==> src/hw/rtl/two_coil_follower_pwm_drive_unit_macros.svh <==
// Assertion helpers for the asserting module.
`ifndef TWO_COIL_FOLLOWER_PWM_DRIVE_UNIT_MACROS_SVH
`define TWO_COIL_FOLLOWER_PWM_DRIVE_UNIT_MACROS_SVH

// Same-cycle implication, checked outside reset.
`define TCFPD_ASSERT_NOW(label, clk, rst_n, ante, cons) \
    label: assert property (@(posedge clk) disable iff (!rst_n) (ante) |-> (cons)) \
        else $error("tcfpd same-cycle check failed");

// Next-cycle implication, checked outside reset.
`define TCFPD_ASSERT_NEXT(label, clk, rst_n, ante, cons) \
    label: assert property (@(posedge clk) disable iff (!rst_n) (ante) |=> (cons)) \
        else $error("tcfpd next-cycle check failed");

`endif

==> src/hw/rtl/tcfpd_pkg.sv <==
package tcfpd_pkg;

    localparam int SAMPLE_BITS_DEF = 10;
    localparam int CHANNELS        = 4;
    localparam int DUTY_BITS       = 7;

    localparam logic [DUTY_BITS-1:0] DRIVE_DUTY_RST = 7'd100;
    localparam logic [DUTY_BITS-1:0] PWM_TOP_RST    = 7'd100;

    // Configuration register indexes
    localparam logic CFG_DRIVE_DUTY = 1'b0;
    localparam logic CFG_PWM_TOP    = 1'b1;

    // Command characters
    localparam logic [7:0] CMD_UP    = 8'h75;
    localparam logic [7:0] CMD_DOWN  = 8'h64;
    localparam logic [7:0] CMD_LEFT  = 8'h6C;
    localparam logic [7:0] CMD_RIGHT = 8'h72;
    localparam logic [7:0] CMD_STOP  = 8'h73;

    typedef enum logic [1:0] {
        FN_TICK   = 2'd0,
        FN_CMD    = 2'd1,
        FN_SAMPLE = 2'd2,
        FN_TOGGLE = 2'd3
    } func_t;

    typedef enum logic [2:0] {
        MOT_STOP  = 3'd0,
        MOT_UP    = 3'd1,
        MOT_DOWN  = 3'd2,
        MOT_LEFT  = 3'd3,
        MOT_RIGHT = 3'd4
    } motion_t;

    typedef struct packed {
        logic [CHANNELS-1:0] pins;
        logic                follow;
        motion_t             motion;
    } result_t;

    // Channels driven by each motion
    function automatic logic [CHANNELS-1:0] motion_mask(input motion_t m);
        logic [CHANNELS-1:0] mask;
        begin
            case (m)
                MOT_UP:    mask = 4'b1010;
                MOT_DOWN:  mask = 4'b0101;
                MOT_LEFT:  mask = 4'b0110;
                MOT_RIGHT: mask = 4'b1001;
                default:   mask = 4'b0000;
            endcase
            return mask;
        end
    endfunction

endpackage

==> src/hw/rtl/tcfpd_follow.sv <==
module tcfpd_follow #(
    parameter int SAMPLE_BITS = tcfpd_pkg::SAMPLE_BITS_DEF
) (
    input  logic [SAMPLE_BITS-1:0] left_sample,
    input  logic [SAMPLE_BITS-1:0] right_sample,
    input  logic [SAMPLE_BITS-1:0] ref_left,
    input  logic [SAMPLE_BITS-1:0] ref_right,
    output tcfpd_pkg::motion_t     motion
);
    import tcfpd_pkg::*;

    // 6 * max sample fits in three extra bits
    localparam int W = SAMPLE_BITS + 3;

    logic [W-1:0] l1, r1, dl1, dr1;
    logic [W-1:0] l4, l5, l6, r4, r6, dl5, dr5;

    assign l1  = W'(left_sample);
    assign r1  = W'(right_sample);
    assign dl1 = W'(ref_left);
    assign dr1 = W'(ref_right);

    assign l4  = l1 << 2;
    assign l5  = (l1 << 2) + l1;
    assign l6  = (l1 << 2) + (l1 << 1);
    assign r4  = r1 << 2;
    assign r6  = (r1 << 2) + (r1 << 1);
    assign dl5 = (dl1 << 2) + dl1;
    assign dr5 = (dr1 << 2) + dr1;

    always_comb
    begin
        if (l5 > r6)
        begin
            motion = MOT_LEFT;
        end
        else if (l5 < r4)
        begin
            motion = MOT_RIGHT;
        end
        else if (l5 < r6 && l5 > r4)
        begin
            if (l6 < dl5 && r6 < dr5)
            begin
                motion = MOT_UP;
            end
            else if (l4 > dl5 && r4 > dr5)
            begin
                motion = MOT_DOWN;
            end
            else
            begin
                motion = MOT_STOP;
            end
        end
        else
        begin
            // on a band edge
            motion = MOT_STOP;
        end
    end

endmodule

==> src/hw/rtl/tcfpd_engine.sv <==
module tcfpd_engine #(
    parameter int SAMPLE_BITS = tcfpd_pkg::SAMPLE_BITS_DEF
) (
    input  logic                              clk,
    input  logic                              rst_n,
    input  logic                              cfg_we,
    input  logic                              cfg_index,
    input  logic [tcfpd_pkg::DUTY_BITS-1:0]   cfg_data,
    input  logic                              advance,
    input  tcfpd_pkg::func_t                  func,
    input  logic [7:0]                        cmd_byte,
    input  logic [SAMPLE_BITS-1:0]            left_sample,
    input  logic [SAMPLE_BITS-1:0]            right_sample,
    output tcfpd_pkg::result_t                res_next
);
    import tcfpd_pkg::*;

    logic [DUTY_BITS-1:0]   drive_duty_reg;
    logic [DUTY_BITS-1:0]   pwm_top_reg;
    logic [DUTY_BITS-1:0]   counter_reg, counter_next;
    logic [DUTY_BITS-1:0]   duty_reg [CHANNELS];
    logic [DUTY_BITS-1:0]   duty_next [CHANNELS];
    motion_t                motion_reg, motion_next;
    logic                   mode_reg, mode_next;
    logic                   refs_valid_reg, refs_valid_next;
    logic [SAMPLE_BITS-1:0] ref_left_reg, ref_left_next;
    logic [SAMPLE_BITS-1:0] ref_right_reg, ref_right_next;

    logic [DUTY_BITS:0]     count_inc;
    logic                   set_motion;
    logic [CHANNELS-1:0]    mask;
    motion_t                follow_motion;

    // The first sample after a clear is its own reference
    tcfpd_follow #(
        .SAMPLE_BITS (SAMPLE_BITS)
    ) u_follow (
        .left_sample  (left_sample),
        .right_sample (right_sample),
        .ref_left     (refs_valid_reg ? ref_left_reg : left_sample),
        .ref_right    (refs_valid_reg ? ref_right_reg : right_sample),
        .motion       (follow_motion)
    );

    assign count_inc = {1'b0, counter_reg} + 1'b1;

    always_comb
    begin
        counter_next    = counter_reg;
        motion_next     = motion_reg;
        mode_next       = mode_reg;
        refs_valid_next = refs_valid_reg;
        ref_left_next   = ref_left_reg;
        ref_right_next  = ref_right_reg;
        set_motion      = 1'b0;

        case (func)
            FN_TICK:
            begin
                // wrap once past top, also when top dropped below the count
                if (count_inc > {1'b0, pwm_top_reg})
                begin
                    counter_next = '0;
                end
                else
                begin
                    counter_next = count_inc[DUTY_BITS-1:0];
                end
            end
            FN_CMD:
            begin
                if (!mode_reg)
                begin
                    set_motion      = 1'b1;
                    refs_valid_next = 1'b0;
                    case (cmd_byte)
                        CMD_UP:    motion_next = MOT_UP;
                        CMD_DOWN:  motion_next = MOT_DOWN;
                        CMD_LEFT:  motion_next = MOT_LEFT;
                        CMD_RIGHT: motion_next = MOT_RIGHT;
                        CMD_STOP:  motion_next = MOT_STOP;
                        default:
                        begin
                            // ignore unknown bytes
                            set_motion      = 1'b0;
                            refs_valid_next = refs_valid_reg;
                        end
                    endcase
                end
            end
            FN_SAMPLE:
            begin
                if (mode_reg)
                begin
                    set_motion      = 1'b1;
                    motion_next     = follow_motion;
                    refs_valid_next = 1'b1;
                    if (!refs_valid_reg)
                    begin
                        ref_left_next  = left_sample;
                        ref_right_next = right_sample;
                    end
                end
            end
            FN_TOGGLE:
            begin
                mode_next = !mode_reg;
            end
            default:
            begin
                counter_next = counter_reg;
            end
        endcase
    end

    assign mask = motion_mask(motion_next);

    always_comb
    begin
        for (int i = 0; i < CHANNELS; i++)
        begin
            if (set_motion)
            begin
                duty_next[i] = mask[i] ? drive_duty_reg : '0;
            end
            else
            begin
                duty_next[i] = duty_reg[i];
            end
            res_next.pins[i] = (counter_next <= duty_next[i]);
        end
        res_next.follow = mode_next;
        res_next.motion = motion_next;
    end

    always_ff @(posedge clk or negedge rst_n)
    begin
        if (!rst_n)
        begin
            drive_duty_reg <= DRIVE_DUTY_RST;
            pwm_top_reg    <= PWM_TOP_RST;
            counter_reg    <= '0;
            for (int i = 0; i < CHANNELS; i++)
            begin
                duty_reg[i] <= '0;
            end
            motion_reg     <= MOT_STOP;
            mode_reg       <= 1'b0;
            refs_valid_reg <= 1'b0;
            ref_left_reg   <= '0;
            ref_right_reg  <= '0;
        end
        else
        begin
            if (cfg_we)
            begin
                case (cfg_index)
                    CFG_DRIVE_DUTY: drive_duty_reg <= cfg_data;
                    CFG_PWM_TOP:    pwm_top_reg    <= cfg_data;
                    default:        pwm_top_reg    <= pwm_top_reg;
                endcase
            end
            if (advance)
            begin
                counter_reg    <= counter_next;
                for (int i = 0; i < CHANNELS; i++)
                begin
                    duty_reg[i] <= duty_next[i];
                end
                motion_reg     <= motion_next;
                mode_reg       <= mode_next;
                refs_valid_reg <= refs_valid_next;
                ref_left_reg   <= ref_left_next;
                ref_right_reg  <= ref_right_next;
            end
        end
    end

endmodule

==> src/hw/rtl/two_coil_follower_pwm_drive_unit.sv <==
// Two-coil follower PWM drive. Items enter on the in channel and each one
// gives exactly one result on the out channel, carrying the four pin levels,
// the mode and the motion as they stand after that item. One item is taken
// every clock cycle for as long as results are taken: an item is held in the
// input register, and its state update and band tests run in the single logic
// pass that feeds the result register. The user must write the drive_duty and
// pwm_top registers through cfg_we / cfg_index / cfg_data only while no item
// is in flight; the block itself does not enforce this.
`include "two_coil_follower_pwm_drive_unit_macros.svh"

module two_coil_follower_pwm_drive_unit #(
    parameter int SAMPLE_BITS = tcfpd_pkg::SAMPLE_BITS_DEF
) (
    input  logic                              clk,
    input  logic                              rst_n,
    input  logic                              cfg_we,
    input  logic                              cfg_index,
    input  logic [tcfpd_pkg::DUTY_BITS-1:0]   cfg_data,
    input  logic                              in_valid,
    output logic                              in_ready,
    input  logic [1:0]                        func,
    input  logic [7:0]                        cmd_byte,
    input  logic [SAMPLE_BITS-1:0]            left_sample,
    input  logic [SAMPLE_BITS-1:0]            right_sample,
    output logic                              out_valid,
    input  logic                              out_ready,
    output logic [tcfpd_pkg::CHANNELS-1:0]    pin_levels,
    output logic                              follow_mode,
    output logic [2:0]                        motion
);
    import tcfpd_pkg::*;

    logic                   s1_valid_reg, s1_valid_next;
    logic [1:0]             s1_func_reg;
    logic [7:0]             s1_cmd_reg;
    logic [SAMPLE_BITS-1:0] s1_left_reg;
    logic [SAMPLE_BITS-1:0] s1_right_reg;
    logic                   out_valid_reg, out_valid_next;
    result_t                res_reg;
    result_t                res_next;
    logic                   advance;
    logic                   in_xfer;

    assign advance  = s1_valid_reg && (!out_valid_reg || out_ready);
    assign in_ready = !s1_valid_reg || advance;
    assign in_xfer  = in_valid && in_ready;

    tcfpd_engine #(
        .SAMPLE_BITS (SAMPLE_BITS)
    ) u_engine (
        .clk          (clk),
        .rst_n        (rst_n),
        .cfg_we       (cfg_we),
        .cfg_index    (cfg_index),
        .cfg_data     (cfg_data),
        .advance      (advance),
        .func         (func_t'(s1_func_reg)),
        .cmd_byte     (s1_cmd_reg),
        .left_sample  (s1_left_reg),
        .right_sample (s1_right_reg),
        .res_next     (res_next)
    );

    always_comb
    begin
        s1_valid_next = s1_valid_reg;
        if (in_xfer)
        begin
            s1_valid_next = 1'b1;
        end
        else if (advance)
        begin
            s1_valid_next = 1'b0;
        end

        out_valid_next = out_valid_reg;
        if (advance)
        begin
            out_valid_next = 1'b1;
        end
        else if (out_ready)
        begin
            out_valid_next = 1'b0;
        end
    end

    always_ff @(posedge clk or negedge rst_n)
    begin
        if (!rst_n)
        begin
            s1_valid_reg  <= 1'b0;
            out_valid_reg <= 1'b0;
        end
        else
        begin
            s1_valid_reg  <= s1_valid_next;
            out_valid_reg <= out_valid_next;
        end
    end

    // hold payload until the next transfer
    always_ff @(posedge clk)
    begin
        if (in_xfer)
        begin
            s1_func_reg  <= func;
            s1_cmd_reg   <= cmd_byte;
            s1_left_reg  <= left_sample;
            s1_right_reg <= right_sample;
        end
        if (advance)
        begin
            res_reg <= res_next;
        end
    end

    assign out_valid   = out_valid_reg;
    assign pin_levels  = res_reg.pins;
    assign follow_mode = res_reg.follow;
    assign motion      = res_reg.motion;

    `TCFPD_ASSERT_NOW(a_stall_only_on_full_out, clk, rst_n, !in_ready, out_valid && !out_ready)
    `TCFPD_ASSERT_NOW(a_stop_pins_uniform, clk, rst_n, out_valid && motion == MOT_STOP,
        pin_levels == '0 || pin_levels == '1)
    `TCFPD_ASSERT_NOW(a_up_pins_paired, clk, rst_n, out_valid && motion == MOT_UP,
        pin_levels[0] == pin_levels[2] && pin_levels[1] == pin_levels[3])
    `TCFPD_ASSERT_NEXT(a_result_follows_item, clk, rst_n, s1_valid_reg && !out_valid,
        out_valid)

endmodule

==> config.mk <==
export PLATFORM = sky130hd
export DESIGN_NAME = two_coil_follower_pwm_drive_unit
export DESIGN_NICKNAME = d
export VERILOG_FILES = /design/src/hw/rtl/tcfpd_pkg.sv /design/src/hw/rtl/tcfpd_follow.sv /design/src/hw/rtl/tcfpd_engine.sv /design/src/hw/rtl/two_coil_follower_pwm_drive_unit.sv
export VERILOG_INCLUDE_DIRS = /design/src /design/src/hw/rtl
export SDC_FILE = /design/constraint.sdc
export NUM_CORES = 1
export LEC_CHECK = 0
export ABC_AREA = 1
export BUFFER_PORTS_ARGS = -buffer_cell sky130_fd_sc_hd__buf_2
export CORE_UTILIZATION = 55
export CTS_BUF_LIST = sky130_fd_sc_hd__clkbuf_4 sky130_fd_sc_hd__clkbuf_8 sky130_fd_sc_hd__clkbuf_16
export CTS_CLUSTER_SIZE = 10
export DETAILED_ROUTE_END_ITERATION = 7
export GPL_TIMING_DRIVEN = 1
export PLACE_DENSITY = 0.84
export SYNTH_ARGS = -nofsm -noshare
export SYNTH_HDL_FRONTEND = slang
export SYNTH_SLANG_ARGS = --single-unit
==> constraint.sdc <==
create_clock -name clk -period 4.8 [get_ports clk]
set_input_delay 0.48 -clock clk [delete_from_list [all_inputs] [get_ports clk]]
set_output_delay 0.48 -clock clk [all_outputs]
set_load 0.01 [all_outputs]
## Word level (Yosys, flattened, before mapping)

Cells that the tools add are included.

| word-level totals | value |
|---|---|
| output and inout port bits | 10 |
| word-level logic and storage cells | 110 |
| register bits after elaboration | 114 |
| bits of input ports | 43 |

| operators by class | value |
|---|---|
| bitwise operators | 1 |
| reduce and logical (&&, ||, !) cells | 19 |
| equality and inequality tests | 15 |
| mux-type cells | 35 |
| add/subtract/negate cells | 6 |
| order comparisons | 13 |

Operator list:

| kind | number |
|---|---|
| 2-to-1 mux 7 bit | 10 |
| == test 8 x 7 -> 1 bit, second input constant | 5 |
| adder 12 x 10 -> 13 bit | 3 |
| less-than comparator 13 bit | 3 |
| <= comparator 7 bit | 4 |
| adder 12 x 11 -> 13 bit | 2 |
| greater-than comparator 12 x 13 -> 1 bit | 2 |
| 2-to-1 mux 10 bit | 2 |
| 2-to-1 mux 3 bit | 6 |
| case mux 4 bit (4 select lines) | 1 |
| case mux 3 bit (5 select lines) | 1 |
| greater-than comparator 13 x 12 -> 1 bit | 1 |
| greater-than comparator 13 bit | 1 |
| less-than comparator 13 x 12 -> 1 bit | 1 |
| 2-to-1 mux 1 bit | 11 |
| adder 7 x 1 -> 8 bit, second input constant | 1 |
| greater-than comparator 8 x 7 -> 1 bit | 1 |
| == test 3 x 2 -> 1 bit, second input constant | 2 |
| case mux 3 bit (2 select lines) | 1 |
| nonzero test 2 bit | 3 |
| logical AND 1 bit | 5 |
| AND reduction 5 bit | 1 |
| OR reduction 5 bit | 1 |
| == test 2 bit, second input constant | 2 |
| 13 further kinds | 19 |

## Longest topological paths before layout

Gate-level depths: netlist (run 1).

| depth | value |
|---|---|
| depth after elaboration | 16 |
| mapped depth | 39 |
| depth with buffers taken out | 39 |

## Cells and area by module

From an unflattened synthesis (run 1), not the netlist that was laid out.

| second synthesis, totals | value |
|---|---|
| cells, all modules | 1326 |
| area, all modules | 9895.7 µm² |

Modules (own cells, without submodules):

| module | area each (µm²) | seq. area each (µm²) | cells each | times used |
|---|---|---|---|---|
| tcfpd_engine | 4818.4 | 1859.3 | 646 | 1 |
| tcfpd_follow | 3841.2 | 0.0 | 630 | 1 |
| two_coil_follower_pwm_drive_unit | 1236.2 | 1191.1 | 50 | 1 |

## Least setup slack after synthesis (run 1)

OpenSTA, ideal clock, no wires.

| timing | value |
|---|---|
| path kind | register -> register |
| start point | reg s1_left_reg[2] |
| end point | reg res_reg, in the netlist pin_levels[0] (data pin) |
| stages on the path, launching flop included | 38 |
| library setup time | 0.258 ns |
| data required time | 4.542 ns |
| path slack | 0.193 ns |
| period minus slack after synthesis | 4.607 ns |
| buffers on the path | 0 |
| data arrival time | 4.349 ns |
| path through | edfxtp_1 > ha_1 > a21oi_1 > nand2_1 > a21oi_1 > inv_1 > a21oi_1 > nor2_1 > o21ai_0 > nand2_1 > nand2_1 > a21oi_1 > xor2_1 > ha_1 > nand2_1 > o21a_1 > nand2_1 > nor2_1 > [2 not listed] > nand3b_1 > nor2_1 > nand2_1 > a21oi_1 > nand2_1 > nand2_1 > nand2_2 > nand2_4 > nand3_4 > nand2_4 > nand3_1 > nand2_1 > inv_1 > ha_1 > nand2_1 > o21ai_0 > nor3b_1 > o2bb2ai_1 |

RTL lines:

| what | RTL line | RTL |
|---|---|---|
| from (decl) | two_coil_follower_pwm_drive_unit.sv:36 | `logic [SAMPLE_BITS-1:0] s1_left_reg;` |
| from (signal assigned) | two_coil_follower_pwm_drive_unit.sv:108 | `s1_left_reg <= left_sample;` |
| to (signal assigned) | two_coil_follower_pwm_drive_unit.sv:113 | `res_reg <= res_next;` |
| to (decl) | two_coil_follower_pwm_drive_unit.sv:39 | `result_t res_reg;` |

==> impl_metrics.yaml, run 1 <==
timing:
  hold_ws_ns: 0.219
  timing.slew.headroom_pct: 11.4
  worst_slack_ns: -0.177
  period_share_pct: 104
  fin_crit_ns: 4.98
  clock_skew_ns: 0.0190
  drv_slew: 0
  max_clock_freq_mhz: 201
  hold_viol_final: 0
  tightest_slew_ns: 1.31
  fin_tns_setup_ns: -0.505
  rsz0062_at_grt: "true"
  finalSetupViolCount: 4
global_routing:
  antenna_found_initial: 0
  overflow: 0
  grt_max_degree: 77
  grt_pass1_vias: 8918
  grt_usage_pct: 28.6
  grt_pass1_wl_um: 41000
clock_tree:
  tritoncts: "done"
  insertion_delay_ns: 0.43
  clkSlewWorstSetupHoldPaths_ns: 0.06
  cts_max_path_buffers: 2
  cts-root-buf: "clkbuf_16"
  clkSinkCount: 114
  hold_buffers: 0
  cts_buffers: 17
  h-tree-depth: 4
synth:
  muxShareOfSynthArea_pct: 0
  synthSimpleGateAreaFrac_pct: 25.9
  ys_seq_area_share_pct: 31.0
  synth_area_um2: 9830
  synth_top_family_by_area: "simple AND/OR/NAND/NOR gates"
  yosys_register_bits: 114
  synth.distinct_cells: 47
  yosys_warnings: 0
  syn_nets: 1523
  synthAdderAreaFrac_pct: 18.8
  synth_compound_area_share_pct: 11.9
  synth_xor_area_share_pct: 2.94
  synthCells: 1335
  syn_avg_cell_area_um2: 7.36
die:
  initial_core_util_pct: 56.6
  ios: 53
  die_x_um: 136
  die_y_um: 136
  dieArea_um2: 18400
  rows: 48
  coreArea_um2: 17400
worst_setup_path:
  path_common_cell: "nand2_1"
  critPathArrivalTime_ns: 5.15
  cp_max_fo: 11
  endpoint_kind: "flop"
  crit_required_ns: 4.97
  crit_family: "simple AND/OR/NAND/NOR gates"
  cp-start-kind: "flop"
  critPathBufInv: 3
  max_stage_delay_ns: 0.48
  crit_type: "flop to flop"
  cp_slowest_cell: "dfrtp_2"
route:
  ant_nets: 0
  vias_per_cell: 5.51
  drc_errors: 0
  wire_per_inst_um: 15.5
  drtPass1Iterations: 6
  routed_wl_um: 26600
  vias: 9449
  dr.first_iter.drc_count: 796
flow_run:
  maxCapViolations: 0
power_and_ir_drop:
  comb_power_share_pct: 59.3
  switchingPower_mw: 3.08
  p_int_mw: 4.09
  power.total_mw: 7.17
  power_density_nw_per_um2: 597
  ir_drop_uv: 480
  pwr-share-seq_pct: 20.4
  swShare_pct: 43.0
  clkPwrFrac_pct: 20.3
  power_leakage_nw: 6.29
layout:
  utilization_pct: 69.1
  insertedDiodeCount: 0
  area_delta_synth_final_pct: 22.1
  final_common_cell: "nand2_1"
  drive_gt1_share_pct: 19.1
  fin_nets: 1665
  final_cell_mix: "nand2_1, inv_1, ha_1"
  largest_reg_flops: 28
placement:
  port-buffer-count: 52
  dp_slack_ns: -0.298
  dp_hpwl_um: 18200
  place_congestion: 0.920
outcome:
  status: "finished, violations left"
  failed_checks: "setup timing"
hold_path:
  hold_class: "input pin to flop"
## worst register-to-register path, delay by kind of cell, from the launching register on
family                     cells  cell delay, ns
and+or+nand+nor               16            1.70
AOI/OAI and AO/OA              7            1.04
adders and majority gates      3            0.89
DFF                            1            0.48
buffers and inverters          3            0.39
xor gates and xnor gates       1            0.22
## path summary, 6_finish.rpt
kind	from	endpoint	slack, ns	cells after the start
worst min-delay path	right_sample[8]	s1_right_reg[8]	0.22	1
worst max register to register	u_engine.refs_valid_reg	pin_levels[0]	-0.18	30
max in group asynchronous	rst_n	u_engine.refs_valid_reg	3.88	1
worst min register to register	u_engine.ref_right_reg[6]	u_engine.ref_right_reg[6]	0.48	2
min in group asynchronous	rst_n	u_engine.duty_reg[13]	0.23	1
worst max-delay path	u_engine.refs_valid_reg	pin_levels[0]	-0.18	30
## cell type report
class                      instances  area (um2)
inverter                         218         833
fill                            1305        5360
clock buffer                      20         448
sequential                       114        3050
multi-input combinational        981        6190
clock inverter                    12         210
timing repair inverter             1        6.26
timing repair buffer             144         972
tap                              225         282
## power by group through the flow
stage / clock network [mW] / logic, mW / registers [mW]
finish: 1.45 / 4.25 / 1.46
CTS: 1.46 / 3.83 / 1.46
global placement: 0 / 3.49 / 1.46
global route: 1.50 / 4.74 / 1.48
floorplan: 0 / 2.64 / 1.45
detailed placement: 0 / 3.64 / 1.47
## cell usage after synthesis (all sizes together)
cell type,instances,share of area (%)
inv,216,8.3
a31oi,9,0.57
o211ai,2,0.15
xnor2,7,0.62
clkinv,2,0.076
xor2,26,2.3
o21bai,4,0.31
a21oi,73,3.7
nand2,411,17
nand3b,6,0.59
o2bb2ai,1,0.089
nor2,57,2.3
nor3b,5,0.38
buf,6,0.42
a21o,3,0.23
a21boi,3,0.23
ha,140,18
nand4,18,1.1
o21a,2,0.15
o31ai,1,0.076
and3,3,0.19
nor4,1,0.064
o221ai,2,0.18
edfxtp,38,12
nand3,77,4.3
fa,5,1.0
o22ai,5,0.32
a31o,2,0.18
clkbuf,16,0.61
dfstp,6,1.6
o21ai,108,5.7
a211oi,1,0.076
dfrtp,70,18
nor3,9,0.46
## metrics by stage
step,instance area [um2],cells
2_1_floorplan,9830,1335
3_3_place_gp,10800,1657
3_5_place_dp,10800,1657
4_1_cts,11600,1702
5_1_grt,12000,1715
6_report,12000,1715
## cell families (layout without fill, tap and decap cells)
kind of cell	count (synthesis)	in the layout
flops	114	114
simple gates	587	587
compound gates	216	216
buf+inv	240	395
xor+xnor	33	33
fa+ha+maj	145	145
## routing by layer
layer | global-route usage, % | routed length, um
met2 | 49.6 | 13300
met3 | 4.86 | 1590
met5 | 0 | 0
met1 | 34.3 | 10900
met4 | 13.5 | 839
## repair_timing
| item | 4_1_cts | 5_1_grt |
|---|---|---|
| pin swaps | 11 | 38 |
| setup endpoints to repair | 4 | 5 |
| resized for setup | 15 | 82 |
| cloned | 0 | 1 |
| buffers inserted | 13 | 12 |
Note: power is estimated with default switching activity, not from simulation.
==> run 2: changes to the inputs <==
CORE_MARGIN = 2   (was default)
SKIP_CTS_REPAIR_TIMING = 1   (was default)
==> impl_metrics.yaml, run 2 (synthesis results as in run 1) <==
power_and_ir_drop:
  power_leakage_nw: 6.17
  power_density_nw_per_um2: 575
  ir_drop_uv: 533
timing:
  rsz0062_at_grt: "true"
  period_share_pct: 106
  timing.slew.headroom_pct: 7.07
  fin_crit_ns: 5.10
  tightest_slew_ns: 1.38
  hold_viol_final: 0
  max_clock_freq_mhz: 196
  worst_slack_ns: -0.305
  drv_slew: 0
  clock_skew_ns: 0.00958
  finalSetupViolCount: 4
route:
  wire_per_inst_um: 15.3
  ant_nets: 0
  vias: 9362
  met3_wirelength_um: 1350
  drc_errors: 0
  maxUsedRoutingLayer: "met4"
  vias_per_cell: 5.51
  routed_wl_um: 25900
  wl_met2_um: 13000
  dr.first_iter.drc_count: 696
  drtPass1Iterations: 5
  drt-met1-wl_um: 10700
die:
  die_y_um: 138
  rows: 48
  die_x_um: 138
  coreArea_um2: 17400
  initial_core_util_pct: 56.6
  dieArea_um2: 19000
  ios: 53
layout:
  area_delta_synth_final_pct: 19.4
  fin_nets: 1648
  stdcell_count: 1698
  largest_reg_flops: 28
  postLayoutCellArea_um2: 11700
  utilization_pct: 67.6
  insertedDiodeCount: 0
  final_common_cell: "nand2_1"
  final_cell_mix: "nand2_1, inv_1, ha_1"
  drive_gt1_share_pct: 17.4
global_routing:
  overflow: 0
  grt_pass1_wl_um: 40700
  grt_usage_pct: 27.4
  grt_max_degree: 77
  grt_pass1_vias: 8778
  antenna_found_initial: 0
clock_tree:
  tritoncts: "done"
  cts-root-buf: "clkbuf_16"
  cts_max_path_buffers: 2
  cts_buffers: 17
  insertion_delay_ns: 0.42
  clkSinkCount: 114
  clkSlewWorstSetupHoldPaths_ns: 0.06
  h-tree-depth: 4
placement:
  dpl.cell_count: 1652
  dp_hpwl_um: 18400
  port-buffer-count: 52
  place_area_um2: 10700
  dp_slack_ns: -0.168
  place_congestion: 0.927
flow_run:
  maxCapViolations: 0
outcome:
  failed_checks: "setup timing"
  status: "finished, violations left"
worst_setup_path:
  endpoint_kind: "flop"
  cp_slowest_cell: "edfxtp_1"
  cp_max_fo: 7
  cp-start-kind: "flop"
  max_stage_delay_ns: 0.42
  critPathArrivalTime_ns: 5.28
  crit_required_ns: 4.98
  crit_type: "flop to flop"
hold_path:
  hold_class: "input pin to async pin"
-- run 2: cell types whose count changed in the layout (fill, tap and decap cells not counted), moves of 3 or more --
cell,change
buf_4,-16
bufinv_16,-5
ha_1,+4
ha_4,-4
inv_1,+6
inv_2,-5
nand2_1,-3
o21ai_2,-3
-- run 2: final timing paths --
| path | start | endpoint | slack, ns | cells past startpoint |
|---|---|---|---|---|
| hold / removal | rst_n | u_engine.duty_reg[4] | 0.23 | 1 |
| max in group asynchronous | rst_n | u_engine.refs_valid_reg | 3.88 | 1 |
| setup / recovery | s1_left_reg[2] | pin_levels[0] | -0.30 | 39 |
| min in group clk | right_sample[2] | s1_right_reg[2] | 0.23 | 1 |
| setup reg to reg | s1_left_reg[2] | pin_levels[0] | -0.30 | 39 |
| hold reg to reg | u_engine.ref_right_reg[3] | u_engine.ref_right_reg[3] | 0.47 | 2 |
-- run 2: final cells by class --
class	instances	area, um2
Timing Repair Buffer	128	861
Clock inverter	12	108
Sequential cell	114	3050
Multi-Input combinational cell	981	6150
Fill cell	1371	5620
Inverter	218	828
Tap cell	225	282
Clock buffer	20	454
-- run 2: power breakdown --
part	switching [mW]	total [mW]	internal, mW
Clock	0.500	1.24	0.738
Combinational	2.38	4.04	1.66
Sequential	0.146	1.46	1.32
-- run 2: routing by layer --
metal	vias to the layer above	global-route usage, %
met5	-	0
met4	0	10.5
met3	78	4.05
met2	334	48.7
met1	4329	33.2
li1	4621	-
-- run 2: critical path: cells and delay by family (launching register included) --
family	cells	cell delay [ns]
AO/OA/AOI/OAI	9	1.09
XOR/XNOR	1	0.16
adder cells (fa/ha/maj)	3	0.81
buffers and inverters	4	0.31
flip-flops	1	0.42
AND/OR/NAND/NOR	22	2.04
-- run 2: stage by stage --
step	hold slack, ns	power (mW)	TNS, ns
floorplan	0.184	4.08	0
global placement	0.455	4.92	-0.161
detailed placement	0.460	5.08	-0.266
CTS	0.212	6.37	-0.410
global route	0.214	7.34	-1.60
finish	0.226	6.75	-0.745
